--- config.mk ---
export PLATFORM = sky130hd
export DESIGN_NAME = word_wrap_line_breaker_unit
export DESIGN_NICKNAME = d
export VERILOG_FILES = /design/src/hw/rtl/wwlb_pkg.sv /design/src/hw/rtl/wwlb_core.sv /design/src/hw/rtl/wwlb_out_queue.sv /design/src/hw/rtl/word_wrap_line_breaker_unit.sv
export SDC_FILE = /design/constraint.sdc
export NUM_CORES = 1
export LEC_CHECK = 0
export ABC_AREA = 1
export BUFFER_PORTS_ARGS = -buffer_cell sky130_fd_sc_hd__buf_2
export CAP_MARGIN = 15
export CORE_UTILIZATION = 48
export DETAILED_ROUTE_END_ITERATION = 8
export PLACE_DENSITY_LB_ADDON = 0.12
export SETUP_SLACK_MARGIN = 0.4
export SYNTH_ARGS = -nofsm -noshare
export SYNTH_HDL_FRONTEND = slang
export SYNTH_SLANG_ARGS = --single-unit
--- constraint.sdc ---
create_clock -name clk -period 7.3 [get_ports clk]
set_input_delay 0 -clock clk [delete_from_list [all_inputs] [get_ports clk]]
set_output_delay 0 -clock clk [all_outputs]
set_load 0.1 [all_outputs]
--- src/hw/rtl/wwlb_pkg.sv ---
package wwlb_pkg;

    localparam int unsigned MAX_TEXT_BYTES = 65535;
    localparam logic [15:0] OFFSET_LIMIT =
        (MAX_TEXT_BYTES < 65535) ? 16'(MAX_TEXT_BYTES) : 16'hFFFF;

    localparam logic [20:0] CH_NEWLINE = 21'd10;
    localparam logic [20:0] CH_SPACE   = 21'd32;

    localparam logic REG_WRAP_ENABLE = 1'b0;
    localparam logic REG_LINE_WIDTH  = 1'b1;

    localparam logic       WRAP_ENABLE_RESET = 1'b1;
    localparam logic [7:0] LINE_WIDTH_RESET  = 8'd80;

    localparam int unsigned QUEUE_DEPTH = 4;

    typedef struct packed {
        logic [20:0] char_code;
        logic [2:0]  byte_count;
        logic        end_of_text;
    } in_item_t;

    typedef struct packed {
        logic [15:0] line_end;
        logic [15:0] line_number;
        logic        final_line;
        logic        last_result;
    } out_item_t;

    // results produced by one word: count is 0, 1 or 2
    typedef struct packed {
        logic [1:0] count;
        out_item_t  first;
        out_item_t  second;
    } push_t;

endpackage

--- src/hw/rtl/wwlb_core.sv ---
module wwlb_core #(
    parameter int unsigned MAX_TEXT_BYTES = wwlb_pkg::MAX_TEXT_BYTES
) (
    input  logic               clk,
    input  logic               rst_n,
    input  logic               fire,
    input  wwlb_pkg::in_item_t item,
    input  logic               wrap_enable,
    input  logic [7:0]         line_width,
    output wwlb_pkg::push_t    push
);
    import wwlb_pkg::*;

    localparam logic [15:0] OFF_LIMIT =
        (MAX_TEXT_BYTES < 65535) ? 16'(MAX_TEXT_BYTES) : 16'hFFFF;

    logic [15:0] byte_offset_reg, byte_offset_next;
    logic [7:0]  column_reg, column_next;
    logic        space_seen_reg, space_seen_next;
    logic [15:0] space_offset_reg, space_offset_next;
    logic [7:0]  space_column_reg, space_column_next;
    logic [15:0] line_count_reg, line_count_next;

    always_comb
    begin
        logic [2:0]  nb;
        logic [16:0] sum;
        logic [15:0] step_end;
        logic [7:0]  last_col;
        logic        is_space;
        logic        eff_seen;
        logic [15:0] eff_off;
        logic [7:0]  eff_col;
        logic [7:0]  carried;
        logic        closes;
        logic [15:0] close_end;
        logic        open;
        logic [15:0] lc_inc;

        nb = item.byte_count;
        if (nb == 3'd0)
            nb = 3'd1;
        else if (nb > 3'd4)
            nb = 3'd4;
        sum = {1'b0, byte_offset_reg} + 17'(nb);
        step_end = (sum > {1'b0, OFF_LIMIT}) ? OFF_LIMIT : sum[15:0];
        // zero width behaves as one column
        last_col = (line_width == 8'd0) ? 8'd0 : line_width - 8'd1;
        lc_inc = (line_count_reg == 16'hFFFF) ? line_count_reg : line_count_reg + 16'd1;

        is_space = (item.char_code == CH_SPACE);
        eff_seen = space_seen_reg | is_space;
        eff_off  = is_space ? step_end : space_offset_reg;
        eff_col  = is_space ? column_reg : space_column_reg;
        carried  = (column_reg >= eff_col) ? column_reg - eff_col : 8'd0;

        closes            = 1'b0;
        close_end         = step_end;
        open              = 1'b1;
        column_next       = column_reg;
        space_seen_next   = space_seen_reg;
        space_offset_next = space_offset_reg;
        space_column_next = space_column_reg;

        if (item.char_code == CH_NEWLINE)
        begin
            closes          = 1'b1;
            column_next     = 8'd0;
            space_seen_next = 1'b0;
            open            = 1'b0;
        end
        else if (wrap_enable)
        begin
            space_offset_next = eff_off;
            space_column_next = eff_col;
            if (column_reg >= last_col)
            begin
                closes          = 1'b1;
                space_seen_next = 1'b0;
                if (eff_seen)
                begin
                    // break after the last space, the rest moves down
                    close_end   = eff_off;
                    column_next = carried;
                    open        = (carried != 8'd0);
                end
                else
                begin
                    column_next = 8'd0;
                    open        = 1'b0;
                end
            end
            else
            begin
                space_seen_next = eff_seen;
                column_next     = column_reg + 8'd1;
            end
        end
        else if (column_reg != 8'hFF)
        begin
            column_next = column_reg + 8'd1;
        end

        push.first.line_end     = closes ? close_end : step_end;
        push.first.line_number  = line_count_reg;
        push.first.final_line   = item.end_of_text && !(closes && open);
        push.first.last_result  = !(item.end_of_text && closes && open);
        push.second.line_end    = step_end;
        push.second.line_number = lc_inc;
        push.second.final_line  = 1'b1;
        push.second.last_result = 1'b1;

        if (closes && item.end_of_text && open)
            push.count = 2'd2;
        else if (closes || item.end_of_text)
            push.count = 2'd1;
        else
            push.count = 2'd0;
        if (!fire)
            push.count = 2'd0;

        byte_offset_next = step_end;
        line_count_next  = closes ? lc_inc : line_count_reg;

        // end of text starts the next text from scratch
        if (item.end_of_text)
        begin
            byte_offset_next  = 16'd0;
            column_next       = 8'd0;
            space_seen_next   = 1'b0;
            space_offset_next = 16'd0;
            space_column_next = 8'd0;
            line_count_next   = 16'd0;
        end
    end

    always_ff @(posedge clk or negedge rst_n)
    begin
        if (!rst_n)
        begin
            byte_offset_reg  <= 16'd0;
            column_reg       <= 8'd0;
            space_seen_reg   <= 1'b0;
            space_offset_reg <= 16'd0;
            space_column_reg <= 8'd0;
            line_count_reg   <= 16'd0;
        end
        else if (fire)
        begin
            byte_offset_reg  <= byte_offset_next;
            column_reg       <= column_next;
            space_seen_reg   <= space_seen_next;
            space_offset_reg <= space_offset_next;
            space_column_reg <= space_column_next;
            line_count_reg   <= line_count_next;
        end
    end

endmodule

--- src/hw/rtl/wwlb_out_queue.sv ---
module wwlb_out_queue (
    input  logic                clk,
    input  logic                rst_n,
    input  wwlb_pkg::push_t     push,
    output logic                room,
    output logic                out_valid,
    input  logic                out_stall,
    output wwlb_pkg::out_item_t out_data
);
    import wwlb_pkg::*;

    localparam int unsigned PW = $clog2(QUEUE_DEPTH);

    out_item_t       mem [QUEUE_DEPTH];
    logic [PW-1:0]   wr_ptr_reg, rd_ptr_reg;
    logic [PW:0]     count_reg, count_next;
    logic            pop;

    assign out_valid = (count_reg != '0);
    assign out_data  = mem[rd_ptr_reg];
    assign pop       = out_valid && !out_stall;
    // space for the two results one word can close
    assign room      = (count_reg <= (PW+1)'(QUEUE_DEPTH - 2));

    assign count_next = count_reg + (PW+1)'(push.count) - (PW+1)'(pop);

    always_ff @(posedge clk)
    begin
        if (push.count != 2'd0)
            mem[wr_ptr_reg] <= push.first;
        if (push.count == 2'd2)
            mem[wr_ptr_reg + PW'(1)] <= push.second;
    end

    always_ff @(posedge clk or negedge rst_n)
    begin
        if (!rst_n)
        begin
            wr_ptr_reg <= '0;
            rd_ptr_reg <= '0;
            count_reg  <= '0;
        end
        else
        begin
            wr_ptr_reg <= wr_ptr_reg + PW'(push.count);
            if (pop)
                rd_ptr_reg <= rd_ptr_reg + PW'(1);
            count_reg <= count_next;
        end
    end

endmodule

--- src/hw/rtl/word_wrap_line_breaker_unit.sv ---
// a word is registered in the input stage, then its results are written to the queue
// throughput: one word per cycle; the line counters update in one step per word
// a word that closes two lines writes both of its results into the queue together,
// a four-entry result queue absorbs them and stalls input only when nearly full
// reset: counters and offsets zero, wrapping on, line width 80, queue empty
module word_wrap_line_breaker_unit #(
    parameter int unsigned MAX_TEXT_BYTES = wwlb_pkg::MAX_TEXT_BYTES
) (
    input  logic                clk,
    input  logic                rst_n,
    input  logic                cfg_we,
    input  logic                cfg_index,
    input  logic [7:0]          cfg_data,
    input  logic                in_valid,
    output logic                in_stall,
    input  wwlb_pkg::in_item_t  in_data,
    output logic                out_valid,
    input  logic                out_stall,
    output wwlb_pkg::out_item_t out_data
);
    import wwlb_pkg::*;

    logic       wrap_enable_reg;
    logic [7:0] line_width_reg;
    logic       s1_valid_reg, s1_valid_next;
    in_item_t   s1_data_reg;
    logic       accept;
    logic       fire;
    logic       room;
    push_t      push;

    assign fire     = s1_valid_reg && room;
    assign in_stall = s1_valid_reg && !room;
    assign accept   = in_valid && !in_stall;

    always_comb
    begin
        s1_valid_next = s1_valid_reg;
        if (accept)
            s1_valid_next = 1'b1;
        else if (fire)
            s1_valid_next = 1'b0;
    end

    always_ff @(posedge clk or negedge rst_n)
    begin
        if (!rst_n)
        begin
            wrap_enable_reg <= WRAP_ENABLE_RESET;
            line_width_reg  <= LINE_WIDTH_RESET;
            s1_valid_reg    <= 1'b0;
        end
        else
        begin
            if (cfg_we)
            begin
                case (cfg_index)
                    REG_WRAP_ENABLE: wrap_enable_reg <= cfg_data[0];
                    REG_LINE_WIDTH:  line_width_reg  <= cfg_data;
                    default:         ;
                endcase
            end
            s1_valid_reg <= s1_valid_next;
        end
    end

    always_ff @(posedge clk)
    begin
        if (accept)
            s1_data_reg <= in_data;
    end

    wwlb_core #(
        .MAX_TEXT_BYTES (MAX_TEXT_BYTES)
    ) u_core (
        .clk         (clk),
        .rst_n       (rst_n),
        .fire        (fire),
        .item        (s1_data_reg),
        .wrap_enable (wrap_enable_reg),
        .line_width  (line_width_reg),
        .push        (push)
    );

    wwlb_out_queue u_queue (
        .clk       (clk),
        .rst_n     (rst_n),
        .push      (push),
        .room      (room),
        .out_valid (out_valid),
        .out_stall (out_stall),
        .out_data  (out_data)
    );

    // the last word of a text always closes at least one line
    a_eot_closes: assert property (@(posedge clk) disable iff (!rst_n)
        fire && s1_data_reg.end_of_text |-> push.count != 2'd0)
        else $error("end of text produced no line");

    // two lines from one word only happen at end of text
    a_two_only_eot: assert property (@(posedge clk) disable iff (!rst_n)
        push.count == 2'd2 |-> s1_data_reg.end_of_text)
        else $error("double result without end of text");

    // nothing is pushed unless the input stage fires
    a_push_needs_fire: assert property (@(posedge clk) disable iff (!rst_n)
        !fire |-> push.count == 2'd0)
        else $error("result pushed without a word");

    // a stalled input stage is released once the queue has room
    a_stall_release: assert property (@(posedge clk) disable iff (!rst_n)
        in_stall && room |-> !in_stall)
        else $error("input stalled with queue room");

endmodule
==> results.json <==
{
  "yosysSeqAreaShare_pct": 50.4,
  "use_met2_pct": 43.9,
  "antenna_found_initial": 0,
  "antennaDiodeCount": 0,
  "synth_area_um2": 13500,
  "power_density_nw_per_um2": 392,
  "fmax_ghz": 0.173,
  "initial_core_util_pct": 48.8,
  "clkLatencyLatePin_ns": 0.55,
  "ir_drop_mv": 0.269,
  "setup_violations": 0,
  "h-tree-depth": 1,
  "ctsRootBufferMaster": "clkbuf_16",
  "io-pin-count": 75,
  "cts_made_buffers": 27,
  "synth_top_family_by_area": "simple AND/OR/NAND/NOR gates",
  "yosysUniqueCellTypes": 46,
  "first_pass_iters": 5,
  "gp_congestion": 0.858,
  "critical_path_class": "reg -> reg",
  "arrival_ns": 5.99,
  "die_x_um": 170,
  "synth_mux_area_share_pct": 0.333,
  "setup-tns-final_ns": 0,
  "die_h_um": 170,
  "grt_pass1_vias": 11100,
  "synthArstFlopShare_pct": 33.7,
  "num_rows": 61,
  "fin_crit_ns": 5.76,
  "synth_compound_area_share_pct": 11.0,
  "critPathLaunchType": "register",
  "critPathCaptureType": "register",
  "coreArea_um2": 27700,
  "synth_xor_area_share_pct": 1.93,
  "grt_overflow": 0,
  "leakage_nw": 6.94,
  "path_max_fanout": 70,
  "cap_viol_max_count": 0,
  "r2r_slack_ns": 1.54,
  "rsz0062_at_grt": "no",
  "worst_pin_slew_ns": 1.01,
  "clk_pin_slew_ns": 0.06,
  "num-nets-final": 1787,
  "num_vias": 11600,
  "grt_max_degree": 71,
  "slew_headroom_pct": 32.4,
  "cts_resized": 0,
  "routed_wl_um": 36800,
  "synth_edf_count": 153,
  "worstPathRequired_ns": 7.52,
  "run_status": "finished clean",
  "skew_ns": 0.0119,
  "met3_usage_pct": 3.03,
  "synth_ff_type": "edfxtp_1",
  "io_buffer_count": 74,
  "ant_nets": 0,
  "cts.path.max_buffers": 3,
  "grt_use_total_pct": 26.1,
  "avgSynthCellArea_um2": 8.27,
  "drive_gt1_share_pct": 10.9,
  "grt_use_met1_pct": 36.1,
  "dpl.hpwl_um": 23600,
  "yosys.area.top_type_share_pct": 34.0,
  "cts.sinks": 243,
  "top_usage_layer": "met2",
  "largest_reg_flops": 136,
  "synth.ff_latch_count": 243,
  "setup_ws_ns": 1.54,
  "hold_violations": 0,
  "grt_pass1_wl_um": 59100,
  "via_per_inst": 5.47,
  "areaGrowthSynthToFinish_pct": 15.0,
  "ys_top_cells_by_area": "edfxtp_1 (34%), dfrtp_1 (15%), nand2_1 (12%)",
  "fin_crit_sh_pct": 79.0,
  "synth_simple_gate_area_share_pct": 26.2,
  "synthAdderAreaFrac_pct": 2.85,
  "cts_tree": "done",
  "drt_iter0_drc": 917,
  "yosysWarnings": 0,
  "pre_cts_slack_ns": 1.54,
  "die_area_um2": 28800,
  "yosys.area.top_type": "edfxtp_1",
  "drc_errors": 0,
  "drv_slew": 0,
  "hold_class": "in -> reg",
  "syn_inst": 1633,
  "synth_nets": 1701,
  "wl_per_cell_um": 17.4
}
-- worst paths after layout --
check | start | end | cells past startpoint
max in group asynchronous | rst_n | u_queue.rd_ptr_reg[0] | 3
max reg2reg | s1_data_reg[19] | u_queue.mem[2][33] | 23
max | s1_data_reg[19] | u_queue.mem[2][33] | 23
min | cfg_index | line_width_reg[7] | 3
min in group asynchronous | rst_n | u_core.line_count_reg[5] | 3
min reg2reg | u_queue.mem[3][1] | u_queue.mem[3][1] | 2
-- critical path, stage by stage, from the launching register on --
cell      delay, ns
edfxtp_1       0.38
nor2_1         0.11
nand2_1        0.07
nor2_2         0.19
nand3_1        0.47
inv_1          0.29
a21oi_1        0.13
ha_1           0.38
nand2_1        0.10
inv_2          0.06
nand2_1        0.04
nand2_1        0.08
nand2_1        0.07
nand3_2        0.15
nand3_1        0.15
nand2_1        0.09
nor2_1         0.07
nand2_4        0.10
nand3_4        0.14
nor2_8         0.38
buf_4          0.67
nand2_1        0.21
nand2_1        0.65
buf_4          0.42
-- layout by cell type, fill, tap and decap left out, types with 4 or more instances in the layout --
master,netlist,final
nand3_2,15,15
buf_4,0,16
inv_2,8,9
inv_1,165,164
nand4_1,9,9
nand3_1,175,175
ha_1,26,26
buf_2,23,73
a22o_1,4,4
nor3_1,11,11
edfxtp_1,153,153
o22ai_1,85,85
clkinv_1,0,8
clkinv_2,0,6
dlygate4sd3_1,0,41
xnor2_1,6,6
nor2_1,143,140
xor2_1,20,20
or2_2,5,5
o21ai_0,127,127
nand2_1,435,435
a21oi_1,30,30
dfrtp_1,79,78
mux2_2,4,4
o21ai_1,10,10
dfxtp_1,8,8
clkbuf_16,0,27
nor2_2,4,7
-- synthesized netlist by cell type (all sizes together), types with 8 or more instances --
cell,instances
o21ai,137
ha,26
nand4,10
nand2,436
dfxtp,8
o22ai,85
xor2,22
inv,173
nor2,150
clkbuf,44
dfrtp,79
nor3,13
nand3,191
a21oi,32
edfxtp,153
buf,34
-- routing by layer --
layer | vias up | wire length [µm]
met4 | 0 | 689
met3 | 45 | 2080
met5 | - | 0
met1 | 5483 | 16600
li1 | 5671 | -
met2 | 378 | 17400
-- power breakdown --
group | internal, W | switching (W) | leakage (nW)
logic | 0.000592 | 0.00233 | 3.93
registers | 0.00167 | 0.000134 | 2.57
clock network | 0.000794 | 0.000567 | 0.435
-- final cells by class --
class | instances | area, µm²
fillers | 2517 | 12200
clock buffers | 30 | 697
multi-input cells | 1139 | 5710
inverters | 173 | 649
clock inverters | 20 | 184
flip-flops and latches | 243 | 6810
repair buffers | 135 | 1010
well taps | 378 | 473
-- through the flow --
stage                     power [W]  hold WS [ns]  instance area, µm²  instances  util (%)
after global routing        0.00640        0.0661               15500       2118      56.1
final                       0.00608        0.0469               15500       2118      56.1
after floorplan             0.00404        -0.296               13500       1633         -
after detailed placement    0.00468        -0.106               14200       2023      51.1
after CTS                   0.00606        0.0103               15500       2114      55.8
after global placement      0.00465        -0.108               14100       2022      51.0
-- what timing repair did --
action | in CTS | in global routing
buffers inserted | 0 | 0
hold buffers | 41 | 0
hold endpoints to repair | 101 | 0
-- cells by family after synthesis --
logic type,Yosys count
adders and majority gates,29
buffers and inverters,251
and+or+nand+nor,812
AOI/OAI and AO/OA,266
DFF,243
xor gates and xnor gates,28
muxes,4
Power figures use the tool's default switching activity.
